### src/sv/hrhp_pkg.sv
// Shared types and constants of the HTTP request header parser.
// Holds phase, event and method codes and the token character tables.
// No dependencies.
package hrhp_pkg;

    typedef logic [3:0] phase_t;
    typedef logic [2:0] event_t;
    typedef logic [2:0] method_t;
    typedef logic [7:0] byte_t;

    localparam phase_t PH_METHOD     = 4'd0;
    localparam phase_t PH_URL_BLANK  = 4'd1;
    localparam phase_t PH_URL        = 4'd2;
    localparam phase_t PH_LINE_REST  = 4'd3;
    localparam phase_t PH_HDR_NAME   = 4'd4;
    localparam phase_t PH_HDR_BLANK  = 4'd5;
    localparam phase_t PH_HDR_DIGITS = 4'd6;
    localparam phase_t PH_HDR_SKIP   = 4'd7;
    localparam phase_t PH_BODY       = 4'd8;
    localparam phase_t PH_DONE       = 4'd9;

    localparam event_t EV_NONE     = 3'd0;
    localparam event_t EV_URL_BYTE = 3'd1;
    localparam event_t EV_URL_END  = 3'd2;
    localparam event_t EV_BODY     = 3'd3;
    localparam event_t EV_BAD      = 3'd4;

    localparam method_t METHOD_NONE = 3'd0;

    localparam byte_t CH_TAB   = 8'd9;
    localparam byte_t CH_LF    = 8'd10;
    localparam byte_t CH_CR    = 8'd13;
    localparam byte_t CH_SPACE = 8'd32;
    localparam byte_t CH_COLON = 8'd58;
    localparam byte_t CH_ZERO  = 8'd48;
    localparam byte_t CH_NINE  = 8'd57;

    localparam int NUM_VERBS = 5;
    localparam logic [3:0] CL_NAME_LEN = 4'd14;
    localparam logic [3:0] POS_MAX = 4'd15;

    // verbs: 0 GET, 1 PUT, 2 POST, 3 HEAD, 4 DELETE
    function automatic logic [3:0] verb_len(input logic [2:0] idx);
        logic [3:0] len;
        case (idx)
            3'd0:    len = 4'd3;
            3'd1:    len = 4'd3;
            3'd2:    len = 4'd4;
            3'd3:    len = 4'd4;
            3'd4:    len = 4'd6;
            default: len = 4'd0;
        endcase
        return len;
    endfunction

    function automatic byte_t verb_char(input logic [2:0] idx, input logic [3:0] pos);
        byte_t c;
        c = 8'd0;
        case (idx)
            3'd0:
                case (pos)
                    4'd0: c = "G"; 4'd1: c = "E"; 4'd2: c = "T";
                    default: c = 8'd0;
                endcase
            3'd1:
                case (pos)
                    4'd0: c = "P"; 4'd1: c = "U"; 4'd2: c = "T";
                    default: c = 8'd0;
                endcase
            3'd2:
                case (pos)
                    4'd0: c = "P"; 4'd1: c = "O"; 4'd2: c = "S"; 4'd3: c = "T";
                    default: c = 8'd0;
                endcase
            3'd3:
                case (pos)
                    4'd0: c = "H"; 4'd1: c = "E"; 4'd2: c = "A"; 4'd3: c = "D";
                    default: c = 8'd0;
                endcase
            3'd4:
                case (pos)
                    4'd0: c = "D"; 4'd1: c = "E"; 4'd2: c = "L";
                    4'd3: c = "E"; 4'd4: c = "T"; 4'd5: c = "E";
                    default: c = 8'd0;
                endcase
            default: c = 8'd0;
        endcase
        return c;
    endfunction

    function automatic byte_t cl_char(input logic [3:0] pos);
        byte_t c;
        case (pos)
            4'd0:    c = "C";
            4'd1:    c = "o";
            4'd2:    c = "n";
            4'd3:    c = "t";
            4'd4:    c = "e";
            4'd5:    c = "n";
            4'd6:    c = "t";
            4'd7:    c = "-";
            4'd8:    c = "L";
            4'd9:    c = "e";
            4'd10:   c = "n";
            4'd11:   c = "g";
            4'd12:   c = "t";
            4'd13:   c = "h";
            default: c = 8'd0;
        endcase
        return c;
    endfunction

endpackage

### src/sv/http_request_header_parser.sv
// HTTP request header parser: method match, URL streaming, Content-Length
// extraction and body pass-through, one byte per word. Depends on hrhp_pkg.
//
// Usage:
//   Input channel (in_valid/in_ready) carries data_byte and new_request;
//   new_request high clears the parser before this byte is taken as the
//   first byte of a request. Each input word yields exactly one output word
//   (out_valid/out_ready) with event_res, out_byte, method, content_length,
//   complete and last_body.
//   cfg_we/cfg_wdata write max_body_length, the saturation bound of the
//   parsed length; write it only while no words are in flight.
//   A word accepted into the input register is parsed as it moves into the
//   output register, from which it is offered on the output.
//   Throughput: one word per cycle unless the output stalls; the per-byte
//   state update is a single pass of combinational logic, its longest path
//   the length update (times ten, add digit, compare against the bound).
//   Reset: parser state returns to the method phase, max_body_length to
//   65535, both registers empty.
//   Stall: when out_ready is low the output word holds, the input register
//   fills, and in_ready drops until the output is taken.
module http_request_header_parser (
    input  logic        clk,
    input  logic        rst_n,
    input  logic        in_valid,
    output logic        in_ready,
    input  logic [7:0]  data_byte,
    input  logic        new_request,
    output logic        out_valid,
    input  logic        out_ready,
    output logic [2:0]  event_res,
    output logic [7:0]  out_byte,
    output logic [2:0]  method,
    output logic [31:0] content_length,
    output logic        complete,
    output logic        last_body,
    input  logic        cfg_we,
    input  logic [31:0] cfg_wdata
);

    logic                 s1_valid_reg, s1_valid_next;
    hrhp_pkg::byte_t      s1_byte_reg;
    logic                 s1_new_reg;
    logic                 s1_go;
    logic                 in_accept;

    logic                 out_valid_reg, out_valid_next;
    hrhp_pkg::event_t     event_reg, event_next;
    hrhp_pkg::byte_t      byte_reg, byte_next;
    hrhp_pkg::method_t    method_reg;
    logic [31:0]          length_reg;
    logic                 complete_reg, complete_next;
    logic                 last_reg, last_next;

    logic [31:0]          max_len_reg;

    hrhp_pkg::phase_t     phase_reg, phase_next, cur_phase;
    logic [4:0]           cand_reg, cand_next, cur_cand;
    logic [3:0]           tpos_reg, tpos_next, cur_tpos;
    hrhp_pkg::method_t    mcode_reg, mcode_next, cur_mcode;
    logic                 name_ok_reg, name_ok_next, cur_name_ok;
    logic                 empty_reg, empty_next, cur_empty;
    logic                 crp_reg, crp_next, cur_crp;
    logic [31:0]          lval_reg, lval_next, cur_lval;
    logic [31:0]          remain_reg, remain_next, cur_remain;

    hrhp_pkg::byte_t      b;
    logic                 is_blank, is_digit, is_crlf, bad;
    logic [35:0]          times_ten, digit_sum;
    logic [31:0]          lval_digit;
    logic [31:0]          remain_dec;
    hrhp_pkg::method_t    found;

    assign in_accept = in_valid && in_ready;
    assign s1_go     = s1_valid_reg && (!out_valid_reg || out_ready);
    assign in_ready  = !s1_valid_reg || s1_go;

    assign s1_valid_next  = in_accept ? 1'b1 : (s1_go ? 1'b0 : s1_valid_reg);
    assign out_valid_next = s1_go ? 1'b1 : (out_ready ? 1'b0 : out_valid_reg);

    assign b        = s1_byte_reg;
    assign is_blank = (b == hrhp_pkg::CH_SPACE) || (b == hrhp_pkg::CH_TAB);
    assign is_digit = (b >= hrhp_pkg::CH_ZERO) && (b <= hrhp_pkg::CH_NINE);
    assign is_crlf  = (b == hrhp_pkg::CH_CR) || (b == hrhp_pkg::CH_LF);

    // clear on new_request before parsing this byte
    assign cur_phase   = s1_new_reg ? hrhp_pkg::PH_METHOD : phase_reg;
    assign cur_cand    = s1_new_reg ? 5'h1F : cand_reg;
    assign cur_tpos    = s1_new_reg ? 4'd0 : tpos_reg;
    assign cur_mcode   = s1_new_reg ? hrhp_pkg::METHOD_NONE : mcode_reg;
    assign cur_name_ok = s1_new_reg ? 1'b1 : name_ok_reg;
    assign cur_empty   = s1_new_reg ? 1'b1 : empty_reg;
    assign cur_crp     = s1_new_reg ? 1'b0 : crp_reg;
    assign cur_lval    = s1_new_reg ? 32'd0 : lval_reg;
    assign cur_remain  = s1_new_reg ? 32'd0 : remain_reg;

    // saturating decimal accumulate
    assign times_ten  = ({4'd0, cur_lval} << 3) + ({4'd0, cur_lval} << 1);
    assign digit_sum  = times_ten + {32'd0, b[3:0] - hrhp_pkg::CH_ZERO[3:0]};
    assign lval_digit = (digit_sum > {4'd0, max_len_reg}) ? max_len_reg : digit_sum[31:0];

    assign remain_dec = (cur_remain != 32'd0) ? cur_remain - 32'd1 : cur_remain;

    always_comb
    begin
        found = hrhp_pkg::METHOD_NONE;
        for (int i = 0; i < hrhp_pkg::NUM_VERBS; i++)
        begin
            if (cur_cand[i] && (hrhp_pkg::verb_len(3'(i)) == cur_tpos))
                found = 3'(i + 1);
        end
    end

    always_comb
    begin
        phase_next   = cur_phase;
        cand_next    = cur_cand;
        tpos_next    = cur_tpos;
        mcode_next   = cur_mcode;
        name_ok_next = cur_name_ok;
        empty_next   = cur_empty;
        crp_next     = cur_crp;
        lval_next    = cur_lval;
        remain_next  = cur_remain;
        event_next   = hrhp_pkg::EV_NONE;
        byte_next    = 8'd0;
        complete_next = 1'b0;
        last_next    = 1'b0;
        bad          = 1'b0;

        case (cur_phase)
            hrhp_pkg::PH_METHOD:
            begin
                if (b == hrhp_pkg::CH_SPACE)
                begin
                    if (found != hrhp_pkg::METHOD_NONE)
                    begin
                        mcode_next = found;
                        phase_next = hrhp_pkg::PH_URL_BLANK;
                    end
                    else
                    begin
                        bad = 1'b1;
                    end
                end
                else if (is_crlf)
                begin
                    bad = 1'b1;
                end
                else
                begin
                    for (int i = 0; i < hrhp_pkg::NUM_VERBS; i++)
                    begin
                        if ((cur_tpos >= hrhp_pkg::verb_len(3'(i))) ||
                            (hrhp_pkg::verb_char(3'(i), cur_tpos) != b))
                            cand_next[i] = 1'b0;
                    end
                    if (cur_tpos < hrhp_pkg::POS_MAX)
                        tpos_next = cur_tpos + 4'd1;
                end
            end
            hrhp_pkg::PH_URL_BLANK:
            begin
                if (is_blank)
                begin
                    phase_next = cur_phase;
                end
                else if (is_crlf)
                begin
                    bad = 1'b1;
                end
                else
                begin
                    event_next = hrhp_pkg::EV_URL_BYTE;
                    byte_next  = b;
                    phase_next = hrhp_pkg::PH_URL;
                end
            end
            hrhp_pkg::PH_URL:
            begin
                if (b == hrhp_pkg::CH_SPACE)
                begin
                    event_next = hrhp_pkg::EV_URL_END;
                    crp_next   = 1'b0;
                    phase_next = hrhp_pkg::PH_LINE_REST;
                end
                else if (is_crlf)
                begin
                    bad = 1'b1;
                end
                else
                begin
                    event_next = hrhp_pkg::EV_URL_BYTE;
                    byte_next  = b;
                end
            end
            hrhp_pkg::PH_LINE_REST:
            begin
                if ((b == hrhp_pkg::CH_LF) && cur_crp)
                begin
                    crp_next     = 1'b0;
                    empty_next   = 1'b1;
                    name_ok_next = 1'b1;
                    tpos_next    = 4'd0;
                    phase_next   = hrhp_pkg::PH_HDR_NAME;
                end
                else
                begin
                    crp_next = (b == hrhp_pkg::CH_CR);
                end
            end
            hrhp_pkg::PH_HDR_NAME, hrhp_pkg::PH_HDR_BLANK,
            hrhp_pkg::PH_HDR_DIGITS, hrhp_pkg::PH_HDR_SKIP:
            begin
                if ((b == hrhp_pkg::CH_LF) && cur_crp)
                begin
                    crp_next = 1'b0;
                    if (cur_empty)
                    begin
                        remain_next = cur_lval;
                        if (cur_lval == 32'd0)
                        begin
                            complete_next = 1'b1;
                            phase_next    = hrhp_pkg::PH_DONE;
                        end
                        else
                        begin
                            phase_next = hrhp_pkg::PH_BODY;
                        end
                    end
                    else
                    begin
                        empty_next   = 1'b1;
                        name_ok_next = 1'b1;
                        tpos_next    = 4'd0;
                        phase_next   = hrhp_pkg::PH_HDR_NAME;
                    end
                end
                else
                begin
                    if (b == hrhp_pkg::CH_CR)
                    begin
                        if (cur_crp)
                            empty_next = 1'b0;
                        crp_next = 1'b1;
                    end
                    else
                    begin
                        crp_next   = 1'b0;
                        empty_next = 1'b0;
                    end

                    if (cur_phase == hrhp_pkg::PH_HDR_NAME)
                    begin
                        if (b == hrhp_pkg::CH_COLON)
                        begin
                            if (cur_name_ok && (cur_tpos == hrhp_pkg::CL_NAME_LEN))
                            begin
                                lval_next  = 32'd0;
                                phase_next = hrhp_pkg::PH_HDR_BLANK;
                            end
                            else
                            begin
                                phase_next = hrhp_pkg::PH_HDR_SKIP;
                            end
                        end
                        else
                        begin
                            if ((cur_tpos >= hrhp_pkg::CL_NAME_LEN) ||
                                (hrhp_pkg::cl_char(cur_tpos) != b))
                                name_ok_next = 1'b0;
                            if (cur_tpos < hrhp_pkg::POS_MAX)
                                tpos_next = cur_tpos + 4'd1;
                        end
                    end
                    else if (cur_phase == hrhp_pkg::PH_HDR_BLANK)
                    begin
                        if (is_blank)
                        begin
                            phase_next = cur_phase;
                        end
                        else if (is_digit)
                        begin
                            lval_next  = lval_digit;
                            phase_next = hrhp_pkg::PH_HDR_DIGITS;
                        end
                        else
                        begin
                            phase_next = hrhp_pkg::PH_HDR_SKIP;
                        end
                    end
                    else if (cur_phase == hrhp_pkg::PH_HDR_DIGITS)
                    begin
                        if (is_digit)
                            lval_next = lval_digit;
                        else
                            phase_next = hrhp_pkg::PH_HDR_SKIP;
                    end
                end
            end
            hrhp_pkg::PH_BODY:
            begin
                event_next  = hrhp_pkg::EV_BODY;
                byte_next   = b;
                remain_next = remain_dec;
                if (remain_dec == 32'd0)
                begin
                    last_next     = 1'b1;
                    complete_next = 1'b1;
                    phase_next    = hrhp_pkg::PH_DONE;
                end
            end
            default:
            begin
                phase_next = hrhp_pkg::PH_DONE;
            end
        endcase

        if (bad)
        begin
            mcode_next    = hrhp_pkg::METHOD_NONE;
            phase_next    = hrhp_pkg::PH_DONE;
            event_next    = hrhp_pkg::EV_BAD;
            byte_next     = 8'd0;
            complete_next = 1'b1;
        end
    end

    always_ff @(posedge clk or negedge rst_n)
    begin
        if (!rst_n)
        begin
            s1_valid_reg  <= 1'b0;
            out_valid_reg <= 1'b0;
            max_len_reg   <= 32'd65535;
            phase_reg     <= hrhp_pkg::PH_METHOD;
            cand_reg      <= 5'h1F;
            tpos_reg      <= 4'd0;
            mcode_reg     <= hrhp_pkg::METHOD_NONE;
            name_ok_reg   <= 1'b1;
            empty_reg     <= 1'b1;
            crp_reg       <= 1'b0;
            lval_reg      <= 32'd0;
            remain_reg    <= 32'd0;
        end
        else
        begin
            s1_valid_reg  <= s1_valid_next;
            out_valid_reg <= out_valid_next;
            if (cfg_we)
                max_len_reg <= cfg_wdata;
            if (s1_go)
            begin
                phase_reg   <= phase_next;
                cand_reg    <= cand_next;
                tpos_reg    <= tpos_next;
                mcode_reg   <= mcode_next;
                name_ok_reg <= name_ok_next;
                empty_reg   <= empty_next;
                crp_reg     <= crp_next;
                lval_reg    <= lval_next;
                remain_reg  <= remain_next;
            end
        end
    end

    always_ff @(posedge clk)
    begin
        if (in_accept)
        begin
            s1_byte_reg <= data_byte;
            s1_new_reg  <= new_request;
        end
        if (s1_go)
        begin
            event_reg    <= event_next;
            byte_reg     <= byte_next;
            method_reg   <= mcode_next;
            length_reg   <= lval_next;
            complete_reg <= complete_next;
            last_reg     <= last_next;
        end
    end

    assign out_valid      = out_valid_reg;
    assign event_res      = event_reg;
    assign out_byte       = byte_reg;
    assign method         = method_reg;
    assign content_length = length_reg;
    assign complete       = complete_reg;
    assign last_body      = last_reg;

endmodule

### config.mk
export PLATFORM = sky130hd
export DESIGN_NAME = http_request_header_parser
export DESIGN_NICKNAME = d
export VERILOG_FILES = /design/src/sv/hrhp_pkg.sv /design/src/sv/http_request_header_parser.sv
export SDC_FILE = /design/constraint.sdc
export NUM_CORES = 1
export LEC_CHECK = 0
export ABC_AREA = 1
export BUFFER_PORTS_ARGS = -buffer_cell sky130_fd_sc_hd__buf_2
export CORE_UTILIZATION = 60
export DETAILED_ROUTE_END_ITERATION = 16
export PLACE_DENSITY_LB_ADDON = 0.3
export SLEW_MARGIN = 20
export SYNTH_ARGS = -nofsm -noshare
export SYNTH_HDL_FRONTEND = slang
export SYNTH_SLANG_ARGS = --single-unit
### constraint.sdc
create_clock -name clk -period 8.5 [get_ports clk]
set_input_delay 0.425 -clock clk [delete_from_list [all_inputs] [get_ports clk]]
set_output_delay 0.425 -clock clk [all_outputs]
set_load 0.03 [all_outputs]
==> results.yml <==
critical_path:
  cpMostUsedCell: "nand2_1"
  worstPathMaxFanout: 44
  crit_type: "reg2reg"
  critical_path.max_stage_delay_ns: 0.53
  worstPathRequired_ns: 8.70
  crit_slowest_cell: "o21ai_1"
  end_kind: "flip-flop"
  worstPathArrival_ns: 6.60
  cp-start-kind: "flip-flop"
grt:
  track_usage_pct: 38.0
  gr-usage-met2_pct: 62.4
  antenna_found_initial: 0
  grt-busiest-layer: "met2"
  grt_pass1_vias: 15500
  grt_overflow: 0
  grt_max_degree: 99
  grt_use_met1_pct: 49.2
  grt_util_met3_pct: 6.49
  grt_pass1_wl_mm: 79.3
final_layout:
  layout.cells.most_common_list: "729 x nand2_1, 271 x inv_1, 223 x nor2_1"
  layout_commonest_cell: "nand2_1"
  stdcell_count: 2711
  diodes: 0
  fin_nets: 2517
  final_util_pct: 65.9
  syn_to_final_growth_pct: 7.64
  drive_gt1_share_pct: 9.41
sta:
  relSlewSlack_pct: 18.4
  max_freq_mhz: 156
  finalCritPeriodShare_pct: 75.4
  rsz0062_at_grt: "false"
  hold_violations: 0
  fin_worst_skew_ns: 0.0173
  slew_violations: 0
  tightest_slew_ns: 1.22
  fin_crit_ns: 6.40
  final.setup.tns_ns: 0
  setup_viol: 0
  holdWs_ns: 0.0183
die:
  die_w_um: 162
  dieArea_sq_um: 26400
  num_rows: 58
  die_h_um: 162
  io_pins: 96
  core_sq_um: 25300
  initial_core_util_pct: 61.2
synth:
  netlist_area_sq_um: 15500
  yosysWarningCount: 0
  ys_top_cells_by_area: "nand2_1 18%, dfrtp_1 15%, edfxtp_1 11%, ha_1 8.3%, inv_1 6.6%"
  netlist_instances: 2338
  synth.distinct_cells: 58
  ys.flop_type: "dfrtp_1"
  ys_seq_elements: 174
  yosysSeqAreaShare_pct: 30.2
  yosysTopAreaCell: "nand2_1"
  synth_edf_count: 57
  synth_area_per_cell_sq_um: 6.61
  yosys.area.top_type_share_pct: 17.8
  synthArstFlopShare_pct: 67.2
  syn_nets: 2487
power:
  p_leak_nw: 8.86
  total_power_mw: 3.03
  powerDensity_nw_per_um2: 182
  ir_worst_vdd_mv: 0.127
detailed_routing:
  drtPass1Iterations: 8
  drt-wirelength-per-cell_um: 18.5
  first_iter_violations: 2035
  final_antenna_net_count: 0
  finalWirelength_mm: 50.2
  vias: 16500
  viasPerCell: 6.07
  drc_errors: 0
cts:
  cts_max_path_buffers: 2
  path_clk_slew_ns: 0.08
  cts_tree: "done"
  postCtsSetupRepairBufs: 0
  cts_resized: 0
  cts_root_buffer: "clkbuf_16"
  cts_hold_buf: 0
  clk_latency_ns: 0.46
  cts.sinks: 174
  cts_buffers: 17
  ctsHtreeMaxLevel: 4
place:
  gp_congestion: 0.994
  portBuffers: 95
  placedCellCount: 2678
  dp_hpwl_mm: 36.9
run:
  max_cap_violations: 0
run_status:
  status: "finished clean"
worst_hold_path:
  hold_path.class: "in2async"
-- worst max-delay path, delay by kind of cell (launching register included) --
| kind | cells | cell delay [ns] |
|---|---|---|
| AOI/OAI and AO/OA | 3 | 0.93 |
| adders and majority gates | 4 | 1.25 |
| and+or+nand+nor | 21 | 2.69 |
| buffers and inverters | 3 | 0.84 |
| DFF | 1 | 0.40 |
-- final timing paths --
check                        startpoint                  to  slack (ns)  cells after the start
setup / recovery             s1_new_reg  content_length[30]        2.10                     31
hold / removal                    rst_n           out_valid        0.02                      1
setup reg to reg             s1_new_reg  content_length[30]        2.10                     31
hold reg to reg            lval_reg[11]        lval_reg[11]        0.48                      2
max in group asynchronous         rst_n     max_len_reg[17]        7.03                      2
min in group clk           data_byte[3]                b[3]        0.14                      1
-- power breakdown --
| group | leakage (nW) | switching [mW] | internal [mW] |
|---|---|---|---|
| logic | 6.54 | 0.784 | 0.302 |
| clock network | 0.297 | 0.381 | 0.471 |
| registers | 2.02 | 0.0744 | 1.02 |
| total | 8.86 | 1.24 | 1.79 |
-- stage by stage --
stage / worst slack [ns] / cell area [sq um]
global placement: 2.34 / 16000
global route: 1.73 / 16600
floorplan: 3.55 / 15500
finish: 2.10 / 16600
CTS: 2.29 / 16600
detailed placement: 2.31 / 16000
-- Yosys cell counts, types with 23 or more instances --
library cell and n:
a21oi_1 139, a221oi_1 24, clkbuf_1 64, dfrtp_1 94, dfstp_2 23, edfxtp_1 57, ha_1 102, inv_1 272
nand2_1 731, nand3_1 107, nand4_1 61, nor2_1 223, nor3_1 25, o21ai_0 121, o21ai_1 27, xor2_1 39
-- layout make-up --
type,count,area [sq um]
sequential,174,4670
inverter,291,1100
fill,2325,8620
multi-input combinational,1777,9270
clock inverter,13,178
tap,330,413
timing repair buffer,107,574
clock buffer,19,433
-- routing by layer --
metal  routed length (um)  share of wire (%)  vias to the layer above
li1                     -                  -                     7805
met1                20500                 41                     7628
met2                23400                 47                      889
met3                 4620                9.2                      142
met4                 1770                3.5                        0
met5                    0                  0                        -
-- cells by family (layout without fill, tap and decap cells) --
family | count (synthesis) | after routing | share of synthesized area, %
DFF | 174 | 174 | 30.2
AOI/OAI and AO/OA | 421 | 421 | 15.9
buffers and inverters | 387 | 430 | 9.82
and+or+nand+nor | 1207 | 1207 | 33.0
adders and majority gates | 103 | 103 | 8.39
xor gates and xnor gates | 46 | 46 | 2.61
Note: power is estimated with default switching activity, not from simulation.
